`src/design/rtyc_pkg.sv`:
```
// Shared types and constants for the RGB to YUV 4:2:0 pixel converter.
// No dependencies; compiled first.
package rtyc_pkg;

   localparam int MAX_DIMENSION = 4096;
   localparam int DIM_W         = $clog2(MAX_DIMENSION + 1);
   localparam int COUNT_W       = $clog2(MAX_DIMENSION);
   localparam int CSR_DATA_W    = 13;
   localparam int PIX_W         = 8;

   localparam logic [DIM_W-1:0] WIDTH_RESET  = DIM_W'(1920);
   localparam logic [DIM_W-1:0] HEIGHT_RESET = DIM_W'(1080);

   typedef enum logic [0:0] {
      CSR_IMAGE_WIDTH  = 1'b0,
      CSR_IMAGE_HEIGHT = 1'b1
   } csr_index_type;

   typedef struct packed {
      logic even_col;
      logic is_cr;
      logic last;
   } scan_flags_type;

   typedef struct packed {
      logic [PIX_W-1:0] luma;
      logic             chroma_valid;
      logic             chroma_is_cr;
      logic [PIX_W-1:0] chroma;
      logic             frame_last;
   } pix_result_type;

   // Register value to effective dimension: 0 acts as 1, large values saturate.
   function automatic logic [DIM_W-1:0] clamp_dim(input logic [CSR_DATA_W-1:0] v);
      logic [DIM_W-1:0] r;
      if (v == '0) begin
         r = DIM_W'(1);
      end else if (32'(v) > MAX_DIMENSION) begin
         r = DIM_W'(MAX_DIMENSION);
      end else begin
         r = DIM_W'(v);
      end
      return r;
   endfunction

endpackage

```
`src/design/rtyc_intf.sv`:
```
// Valid/ready channel interfaces for pixel items, result items and CSR writes.
// Depends on rtyc_pkg.
interface rtyc_req_if;
   import rtyc_pkg::*;
   logic             valid;
   logic             ready;
   logic [PIX_W-1:0] pixel_red;
   logic [PIX_W-1:0] pixel_green;
   logic [PIX_W-1:0] pixel_blue;
   modport source (output valid, pixel_red, pixel_green, pixel_blue, input ready);
   modport sink   (input valid, pixel_red, pixel_green, pixel_blue, output ready);
endinterface

interface rtyc_rsp_if;
   import rtyc_pkg::*;
   logic             valid;
   logic             ready;
   logic [PIX_W-1:0] luma;
   logic             chroma_valid;
   logic             chroma_is_cr;
   logic [PIX_W-1:0] chroma;
   logic             frame_last;
   modport source (output valid, luma, chroma_valid, chroma_is_cr, chroma, frame_last,
                   input ready);
   modport sink   (input valid, luma, chroma_valid, chroma_is_cr, chroma, frame_last,
                   output ready);
endinterface

interface rtyc_csr_if;
   import rtyc_pkg::*;
   logic                  valid;
   logic                  ready;
   csr_index_type         index;
   logic [CSR_DATA_W-1:0] data;
   modport source (output valid, index, data, input ready);
   modport sink   (input valid, index, data, output ready);
endinterface

```
`src/design/rtyc_scan_ctrl.sv`:
```
// Frame geometry registers and column/row counters; flags per accepted item.
// Depends on rtyc_pkg and rtyc_intf.
module rtyc_scan_ctrl (
   input  logic                    clock,
   input  logic                    reset,
   rtyc_csr_if.sink                csr_ch,
   input  logic                    step,
   output rtyc_pkg::scan_flags_type flags
);
   import rtyc_pkg::*;

   logic [CSR_DATA_W-1:0] width_ff, width_in;
   logic [CSR_DATA_W-1:0] height_ff, height_in;
   logic [COUNT_W-1:0]    col_ff, col_in;
   logic [COUNT_W-1:0]    rows_ff, rows_in;
   logic [DIM_W-1:0]      w_eff;
   logic [DIM_W-1:0]      h_eff;
   logic                  row_end;

   assign csr_ch.ready = 1'b1;

   assign w_eff   = clamp_dim(width_ff);
   assign h_eff   = clamp_dim(height_ff);
   assign row_end = ({1'b0, col_ff} + DIM_W'(1)) >= w_eff;

   always_comb begin
      flags.even_col = ~col_ff[0];
      // row index = h - 1 - rows_done
      flags.is_cr    = ~col_ff[0] & (h_eff[0] ^ rows_ff[0] ^ 1'b1);
      flags.last     = row_end & (({1'b0, rows_ff} + DIM_W'(1)) >= h_eff);
   end

   always_comb begin
      width_in  = width_ff;
      height_in = height_ff;
      if (csr_ch.valid) begin
         unique case (csr_ch.index)
            CSR_IMAGE_WIDTH:  width_in  = csr_ch.data;
            CSR_IMAGE_HEIGHT: height_in = csr_ch.data;
            default:          width_in  = width_ff;
         endcase
      end
      col_in  = col_ff;
      rows_in = rows_ff;
      if (step) begin
         if (row_end) begin
            col_in  = '0;
            rows_in = flags.last ? '0 : rows_ff + COUNT_W'(1);
         end else begin
            col_in  = col_ff + COUNT_W'(1);
         end
      end
   end

   always_ff @(posedge clock) begin
      if (reset) begin
         width_ff  <= CSR_DATA_W'(WIDTH_RESET);
         height_ff <= CSR_DATA_W'(HEIGHT_RESET);
         col_ff    <= '0;
         rows_ff   <= '0;
      end else begin
         width_ff  <= width_in;
         height_ff <= height_in;
         col_ff    <= col_in;
         rows_ff   <= rows_in;
      end
   end

endmodule

```
`src/design/rtyc_csc.sv`:
```
// BT.601 integer color math: luma for every pixel, Cb or Cr when flagged.
// Depends on rtyc_pkg.
module rtyc_csc (
   input  logic [rtyc_pkg::PIX_W-1:0] red,
   input  logic [rtyc_pkg::PIX_W-1:0] green,
   input  logic [rtyc_pkg::PIX_W-1:0] blue,
   input  rtyc_pkg::scan_flags_type   flags,
   output rtyc_pkg::pix_result_type   result
);
   import rtyc_pkg::*;

   logic [15:0] r16, g16, b16;
   logic [15:0] luma_sum;
   logic [15:0] cb_sum;
   logic [15:0] cr_sum;

   assign r16 = {8'd0, red};
   assign g16 = {8'd0, green};
   assign b16 = {8'd0, blue};

   // Chroma sums carry +128 rounding and +32768 bias; true values stay in 0..65535.
   assign luma_sum = 16'd66 * r16 + 16'd129 * g16 + 16'd25 * b16 + 16'd128;
   assign cb_sum   = 16'd32896 + 16'd112 * b16 - 16'd38 * r16 - 16'd74 * g16;
   assign cr_sum   = 16'd32896 + 16'd112 * r16 - 16'd94 * g16 - 16'd18 * b16;

   always_comb begin
      result.luma         = luma_sum[15:8] + 8'd16;
      result.chroma_valid = flags.even_col;
      result.chroma_is_cr = flags.even_col & flags.is_cr;
      result.frame_last   = flags.last;
      if (!flags.even_col) begin
         result.chroma = '0;
      end else if (flags.is_cr) begin
         result.chroma = cr_sum[15:8];
      end else begin
         result.chroma = cb_sum[15:8];
      end
   end

endmodule

```
`src/design/rgb_to_yuv420_pixel_converter.sv`:
```
// RGB to YUV 4:2:0 converter top level: input register, color math, result register.
// The item is held in the input register and then in the result register before rsp
// valid rises; a stall on rsp_ch.ready can hold it in either register.
// Throughput: one item per cycle unless rsp stalls; two stages with per-stage ready.
// Synchronous active-high reset clears both stage valids, the counters and loads
// the frame size registers with 1920 x 1080. Depends on rtyc_pkg, rtyc_intf,
// rtyc_scan_ctrl and rtyc_csc.
module rgb_to_yuv420_pixel_converter (
   input logic        clock,
   input logic        reset,
   rtyc_req_if.sink   req_ch,
   rtyc_rsp_if.source rsp_ch,
   rtyc_csr_if.sink   csr_ch
);
   import rtyc_pkg::*;

   logic             s1_valid_ff, s1_valid_in;
   logic [PIX_W-1:0] s1_red_ff, s1_green_ff, s1_blue_ff;
   scan_flags_type   s1_flags_ff;
   logic             out_valid_ff, out_valid_in;
   pix_result_type   out_ff;

   logic             out_ready;
   logic             s1_ready;
   logic             req_take;
   scan_flags_type   scan_flags;
   pix_result_type   s1_result;

   assign out_ready    = ~out_valid_ff | rsp_ch.ready;
   assign s1_ready     = ~s1_valid_ff | out_ready;
   assign req_ch.ready = s1_ready;
   assign req_take     = req_ch.valid & s1_ready;

   rtyc_scan_ctrl u_scan (
      .clock  (clock),
      .reset  (reset),
      .csr_ch (csr_ch),
      .step   (req_take),
      .flags  (scan_flags)
   );

   rtyc_csc u_csc (
      .red    (s1_red_ff),
      .green  (s1_green_ff),
      .blue   (s1_blue_ff),
      .flags  (s1_flags_ff),
      .result (s1_result)
   );

   always_comb begin
      s1_valid_in  = s1_ready ? req_ch.valid : s1_valid_ff;
      out_valid_in = out_ready ? s1_valid_ff : out_valid_ff;
   end

   always_ff @(posedge clock) begin
      if (reset) begin
         s1_valid_ff  <= 1'b0;
         out_valid_ff <= 1'b0;
      end else begin
         s1_valid_ff  <= s1_valid_in;
         out_valid_ff <= out_valid_in;
      end
   end

   always_ff @(posedge clock) begin
      if (req_take) begin
         s1_red_ff   <= req_ch.pixel_red;
         s1_green_ff <= req_ch.pixel_green;
         s1_blue_ff  <= req_ch.pixel_blue;
         s1_flags_ff <= scan_flags;
      end
      if (out_ready && s1_valid_ff) begin
         out_ff <= s1_result;
      end
   end

   assign rsp_ch.valid        = out_valid_ff;
   assign rsp_ch.luma         = out_ff.luma;
   assign rsp_ch.chroma_valid = out_ff.chroma_valid;
   assign rsp_ch.chroma_is_cr = out_ff.chroma_is_cr;
   assign rsp_ch.chroma       = out_ff.chroma;
   assign rsp_ch.frame_last   = out_ff.frame_last;

   a_stall_holds_s1: assert property (@(posedge clock) disable iff (reset)
      s1_valid_ff && !out_ready |=> s1_valid_ff && $stable(s1_red_ff) && $stable(s1_flags_ff))
      else $error("input stage lost an item while stalled");

   a_no_chroma_zero: assert property (@(posedge clock) disable iff (reset)
      out_valid_ff && !out_ff.chroma_valid |-> out_ff.chroma == '0 && !out_ff.chroma_is_cr)
      else $error("chroma fields set without a chroma sample");

   a_luma_range: assert property (@(posedge clock) disable iff (reset)
      out_valid_ff |-> out_ff.luma >= 8'd16 && out_ff.luma <= 8'd235)
      else $error("luma out of range");

   a_chroma_range: assert property (@(posedge clock) disable iff (reset)
      out_valid_ff && out_ff.chroma_valid |-> out_ff.chroma >= 8'd16 && out_ff.chroma <= 8'd240)
      else $error("chroma out of range");

   a_fill_from_s1: assert property (@(posedge clock) disable iff (reset)
      !$past(out_valid_ff) && out_valid_ff |-> $past(s1_valid_ff))
      else $error("result appeared without an item in the input stage");

endmodule
```
`src/flat_wrapper.sv`:
```
// flat-port wrapper written by rule: the top's interface ports become plain ports
module rgb_to_yuv420_pixel_converter_flat import rtyc_pkg::*;
  (clock, reset, req_ch_valid, req_ch_pixel_red, req_ch_pixel_green, req_ch_pixel_blue, req_ch_ready, rsp_ch_valid, rsp_ch_luma, rsp_ch_chroma_valid, rsp_ch_chroma_is_cr, rsp_ch_chroma, rsp_ch_frame_last, rsp_ch_ready, csr_ch_valid, csr_ch_index, csr_ch_data, csr_ch_ready);
  rtyc_req_if req_ch_i ();
  rtyc_rsp_if rsp_ch_i ();
  rtyc_csr_if csr_ch_i ();
  input logic clock;
  input logic reset;
  input wire logic [$bits(req_ch_i.valid)-1:0] req_ch_valid;
  input wire logic [$bits(req_ch_i.pixel_red)-1:0] req_ch_pixel_red;
  input wire logic [$bits(req_ch_i.pixel_green)-1:0] req_ch_pixel_green;
  input wire logic [$bits(req_ch_i.pixel_blue)-1:0] req_ch_pixel_blue;
  output wire logic [$bits(req_ch_i.ready)-1:0] req_ch_ready;
  output wire logic [$bits(rsp_ch_i.valid)-1:0] rsp_ch_valid;
  output wire logic [$bits(rsp_ch_i.luma)-1:0] rsp_ch_luma;
  output wire logic [$bits(rsp_ch_i.chroma_valid)-1:0] rsp_ch_chroma_valid;
  output wire logic [$bits(rsp_ch_i.chroma_is_cr)-1:0] rsp_ch_chroma_is_cr;
  output wire logic [$bits(rsp_ch_i.chroma)-1:0] rsp_ch_chroma;
  output wire logic [$bits(rsp_ch_i.frame_last)-1:0] rsp_ch_frame_last;
  input wire logic [$bits(rsp_ch_i.ready)-1:0] rsp_ch_ready;
  input wire logic [$bits(csr_ch_i.valid)-1:0] csr_ch_valid;
  input wire logic [$bits(csr_ch_i.index)-1:0] csr_ch_index;
  input wire logic [$bits(csr_ch_i.data)-1:0] csr_ch_data;
  output wire logic [$bits(csr_ch_i.ready)-1:0] csr_ch_ready;
  assign req_ch_i.valid = req_ch_valid;
  assign req_ch_i.pixel_red = req_ch_pixel_red;
  assign req_ch_i.pixel_green = req_ch_pixel_green;
  assign req_ch_i.pixel_blue = req_ch_pixel_blue;
  assign req_ch_ready = req_ch_i.ready;
  assign rsp_ch_valid = rsp_ch_i.valid;
  assign rsp_ch_luma = rsp_ch_i.luma;
  assign rsp_ch_chroma_valid = rsp_ch_i.chroma_valid;
  assign rsp_ch_chroma_is_cr = rsp_ch_i.chroma_is_cr;
  assign rsp_ch_chroma = rsp_ch_i.chroma;
  assign rsp_ch_frame_last = rsp_ch_i.frame_last;
  assign rsp_ch_i.ready = rsp_ch_ready;
  assign csr_ch_i.valid = csr_ch_valid;
  assign csr_ch_i.index = csr_ch_index;
  assign csr_ch_i.data = csr_ch_data;
  assign csr_ch_ready = csr_ch_i.ready;
  rgb_to_yuv420_pixel_converter u_core (.clock(clock), .reset(reset), .req_ch(req_ch_i), .rsp_ch(rsp_ch_i), .csr_ch(csr_ch_i));
endmodule
```
`config.mk`:
```
export PLATFORM = sky130hd
export DESIGN_NAME = rgb_to_yuv420_pixel_converter_flat
export DESIGN_NICKNAME = d
export VERILOG_FILES = /design/src/design/rtyc_pkg.sv /design/src/design/rtyc_intf.sv /design/src/design/rtyc_scan_ctrl.sv /design/src/design/rtyc_csc.sv /design/src/design/rgb_to_yuv420_pixel_converter.sv /design/src/flat_wrapper.sv
export SDC_FILE = /design/constraint.sdc
export NUM_CORES = 1
export LEC_CHECK = 0
export BUFFER_PORTS_ARGS = -buffer_cell sky130_fd_sc_hd__buf_2
export CAP_MARGIN = 30
export CORE_ASPECT_RATIO = 0.9
export CORE_MARGIN = 2
export CORE_UTILIZATION = 42
export CTS_BUF_LIST = sky130_fd_sc_hd__clkbuf_2 sky130_fd_sc_hd__clkbuf_4 sky130_fd_sc_hd__clkbuf_8
export DETAILED_ROUTE_END_ITERATION = 10
export GPL_TIMING_DRIVEN = 0
export PLACE_DENSITY = 0.7
export SLEW_MARGIN = 20
export SYNTH_ARGS = -nofsm -noshare
export SYNTH_HDL_FRONTEND = slang
export SYNTH_SLANG_ARGS = --single-unit
```
`constraint.sdc`:
```
create_clock -name clock -period 5.9 [get_ports clock]
set_input_delay 0.295 -clock clock [delete_from_list [all_inputs] [get_ports clock]]
set_output_delay 0.295 -clock clock [all_outputs]
set_load 0.005 [all_outputs]
```
==> results by group <==
Outcome
  • Run status: finished with violations
  • Failing checks: negative setup slack

Final layout
  • Post-route insts no fill: roughly 1800
  • Filler instances: about 2600
  • N_diodes: 0
  • Final core area utilization: 0.488
  • Area growth from synthesis to layout: 14.5%
  • Share of final-layout standard cells stronger than drive strength 1: 0.141
  • Final net count: between 1500 and 2000
  • Storage element area: 2420 um2
  • Area of the multi-input gates: about 9000 um2

Timing
  • Fmax achieved: around 0.16 GHz
  • Unrepaired setup endpoints after global routing: yes
  • Post-layout min period: between 6000 and 7000 ps
  • Final setup violating endpoints: 2
  • Relative slew slack: 0.498
  • Setup clock skew after layout: 18.7 ps
  • Min setup slack post-route: -176 ps
  • Number of max-slew violations in the final report: 0
  • Accumulated negative setup slack: -304 ps
  • Final hold violation count: 0
  • Fraction of the cycle the final worst path needs: 1.03
  • Worst-margin pin slew: between 700 and 800 ps

Clock tree
  • Clock root buffer: clkbuf_8
  • Reg clk slew, reported paths: 110 ps
  • Clock buffers created by TritonCTS: 9
  • Clock tree from TritonCTS: built
  • H-tree depth: 3
  • Clock tree sinks: slightly below 100
  • Clock network latency to the later pin of the worst-skew pair: around 400 ps
  • Longest Clk Path Bufs: 2

Route
  • Remaining number of nets flagged by the antenna check after routing: 0
  • Count of routing violations after the opening detailed-route iteration: 579
  • Wire length per cell after detailed routing: 16.3 um
  • Number of design rule violations left after detail routing: 0
  • Pre-antenna DRT Iters: 6
  • Total via count after detailed routing: approximately 9500
  • Via-to-Cell Ratio: approximately 5.4
  • Final routed wirelength across all metal layers: about 29 mm

Synth
  • Register bit total from synthesis: between 90 and 100
  • Yosys top cell by area: ha_1
  • Mean cell area of the mapped netlist: 9.31 um2
  • Count of different cell masters after synthesis: 66
  • Post-synth top flop: dfxtp_1
  • Count of mapped cells out of synthesis: 1276
  • Fraction of post-synthesis cell area in the top cell type by area: 0.267
  • Number of nets in the synthesized netlist: about 1700
  • Proportion of synthesized flip-flops having asynchronous set or reset: 0
  • Number of warnings issued by yosys: 0
  • Synthesized area: 11900 um2
  • Post-synth EDFFs: 46
  • Sequential fraction of the synthesis area: 0.204
  • Top post-synthesis cells by area: ha_1 (27%), fa_1 (15%), edfxtp_1 (12%)

Critical path
  • Cell with the largest stage delay on the worst path: fa_1
  • Worst Setup Start Kind: flop
  • Max stage delay on crit path: ~560 ps
  • Cell with the most instances on the worst path: ha_4
  • Kind of end point of the critical path: flop
  • Crit path arrival time: between 6000 and 7000 ps
  • Cells along the critical path: ha_4 > ha_4 > ha_4 > fa_2 > xor2_1 > ha_1 > inv_2 > fa_1 > inv_1 > fa_1 > fa_1 > ha_4 > ha_4 > and4_4 > nand4_1 > or3_4 > and4_4 > or3_4 > a2111oi_4 > nand4_1
  • CP required: roughly 6100 ps
  • Maximum fanout encountered on the critical timing path: 6
  • Critical setup path kind: reg -> reg
  • Reg-to-reg critical path startpoint: u_core.s1_red_ff[2]
  • Start point of the critical path: u_core.s1_red_ff[2]

GRT
  • Remaining global-route overflow: 0
  • Maximum number of pins on one net before global-route repair: 27
  • Number of antenna violations at the first check in global routing: 0
  • Number of global-route vias before repair: 9457
  • Overall track demand over capacity in global routing: 0.199
  • First-pass GRT wire length: around 47 mm

Power and ir drop
  • Clock share of power: 0.069
  • Switching power as a share of total power: 0.468
  • Total power of the final layout: 7040 uW
  • Power per standard cell area: slightly above 500 nW/um2
  • Internal portion of total power: between 3000 and 4000 uW
  • Leak pwr: approximately 0.0065 uW
  • Part of the total power dissipated in sequential elements: 0.137
  • Peak supply drop: around 450 uV
  • Portion of total power attributed to combinational logic: 0.794
  • NetSw: approximately 3300 uW

Floorplan
  • Area of the die: slightly below 30000 um2
  • Vertical extent of the die: between 150 and 200 um
  • Number of rows in the core area: 58
  • Placeable core region: roughly 28000 um2
  • I/O pins: 65
  • Initial core utilization: 0.426
  • DIE WIDTH: ~180 um

Place
  • Post-DP HPWL: approximately 22 mm
  • Routability congestion estimate: about 0.9
  • Place WS: -706 ps
  • IO buf count: a little over 60
  • Dpl cells: 1699

Worst hold path
  • Launch instance of the worst min-delay path: req_ch_pixel_green[7]
  • Type of the tightest min-delay check: in -> reg

Job
  • Maximum capacitance violations: 0
[power groups by stage]
stage | clock network [uW] | registers (uW) | logic, uW
floorplan | 0 | 979 | 3760
global placement | 0 | 994 | 4680
detailed placement | 0 | 996 | 4810
CTS | 496 | 968 | 5090
global route | 524 | 973 | 6290
finish | 484 | 963 | 5590
[metal layers]
layer  routed length, um  GRT usage
met1               12700      0.252
met2               13700      0.340
met3                1490     0.0379
met4                 771     0.0728
met5                   0          0
[cell usage in the layout (no fill, tap or decap), drive strengths merged, types with 11 or more instances in the layout]
cell | synthesis | routed
fa | 87 | 87
edfxtp | 46 | 46
nor3 | 12 | 12
nand3 | 35 | 35
inv | 208 | 209
or3 | 17 | 17
nor4 | 12 | 12
a211oi | 13 | 13
nor2 | 32 | 32
ha | 253 | 253
o21ai | 33 | 33
xor2 | 21 | 21
nand2 | 113 | 113
buf | 2 | 105
nand4 | 11 | 11
clkbuf | 20 | 31
a21oi | 88 | 88
a21o | 31 | 31
xnor2 | 60 | 60
dfxtp | 52 | 52
[state kept, by name, summed over array words and instances, names as in the netlist, 3 cells and up]
signal,cells
u_core.rsp_ch.chroma,8
u_core.rsp_ch.luma,8
u_core.s1_blue_ff,8
u_core.s1_flags_ff,3
u_core.s1_green_ff,8
u_core.s1_red_ff,8
u_core.u_scan.col_ff,12
u_core.u_scan.height_ff,13
u_core.u_scan.rows_ff,12
u_core.u_scan.width_ff,13
[cell families (layout without fill, tap and decap cells)]
family / count (synthesis) / after routing / share of synthesized area
muxes: 5 / 5 / 0.00442
DFF: 98 / 98 / 0.204
adders and majority gates: 340 / 340 / 0.413
and+or+nand+nor: 287 / 287 / 0.120
AOI/OAI and AO/OA: 232 / 232 / 0.125
other: 1 / 1 / 0.000316
buffers and inverters: 232 / 350 / 0.0741
xor gates and xnor gates: 81 / 81 / 0.0597
[path summary, 6_finish.rpt]
path | end | slack, ps | depth (start not counted)
setup reg to reg | u_core.rsp_ch.luma[7] | -180 | 20
hold reg to reg | u_core.rsp_ch.frame_last | 440 | 0
setup / recovery | u_core.rsp_ch.luma[7] | -180 | 20
hold / removal | u_core.s1_green_ff[7] | 60 | 1
[cells in the mapped netlist, types with 11 or more instances]
cell / instances
xnor2_1: 60
a21oi_1: 88
nand3_1: 35
a211oi_1: 13
nand4_1: 11
inv_1: 208
edfxtp_1: 46
nor2_1: 32
fa_1: 87
ha_1: 253
xor2_1: 21
nand2_1: 113
nor4_1: 11
dfxtp_1: 52
a21o_1: 31
o21ai_0: 31
clkbuf_1: 20
nor3_1: 12
or3_1: 17
[worst max-delay path, delay by kind of cell, from the launching register on]
family          cells  cell delay (ps)
compound gates      1              290
xor+xnor            1              160
fa+ha+maj          10             3350
buf+inv             2               90
flops               1              470
simple gates        6             1420
[stage by stage]
| stage | cell area, um2 | hold WS [ps] |
|---|---|---|
| after global placement | 12700 | 418 |
| after floorplan | 11900 | 394 |
| final | 13600 | 62.6 |
| after global routing | 13600 | 46.9 |
| after CTS | 13200 | 44.1 |
| after detailed placement | 12700 | 422 |
[repair_timing]
action	CTS	global route
setup buffers	19	21
resized for setup	23	57
endpoints found under the setup margin	9	7
hold buffers	0	0
pin swaps	15	41
hold endpoints to repair	0	0
[cell type report]
type	instances	share of cell area
well taps	360	0.0331
multi-input cells	946	0.661
inverters	210	0.0586
plain buffers	21	0.00617
clock buffers	12	0.0112
repair buffers	103	0.0475
clock inverters	4	0.00414
flip-flops and latches	98	0.178
No activity file was read; power rests on OpenSTA's default activity.
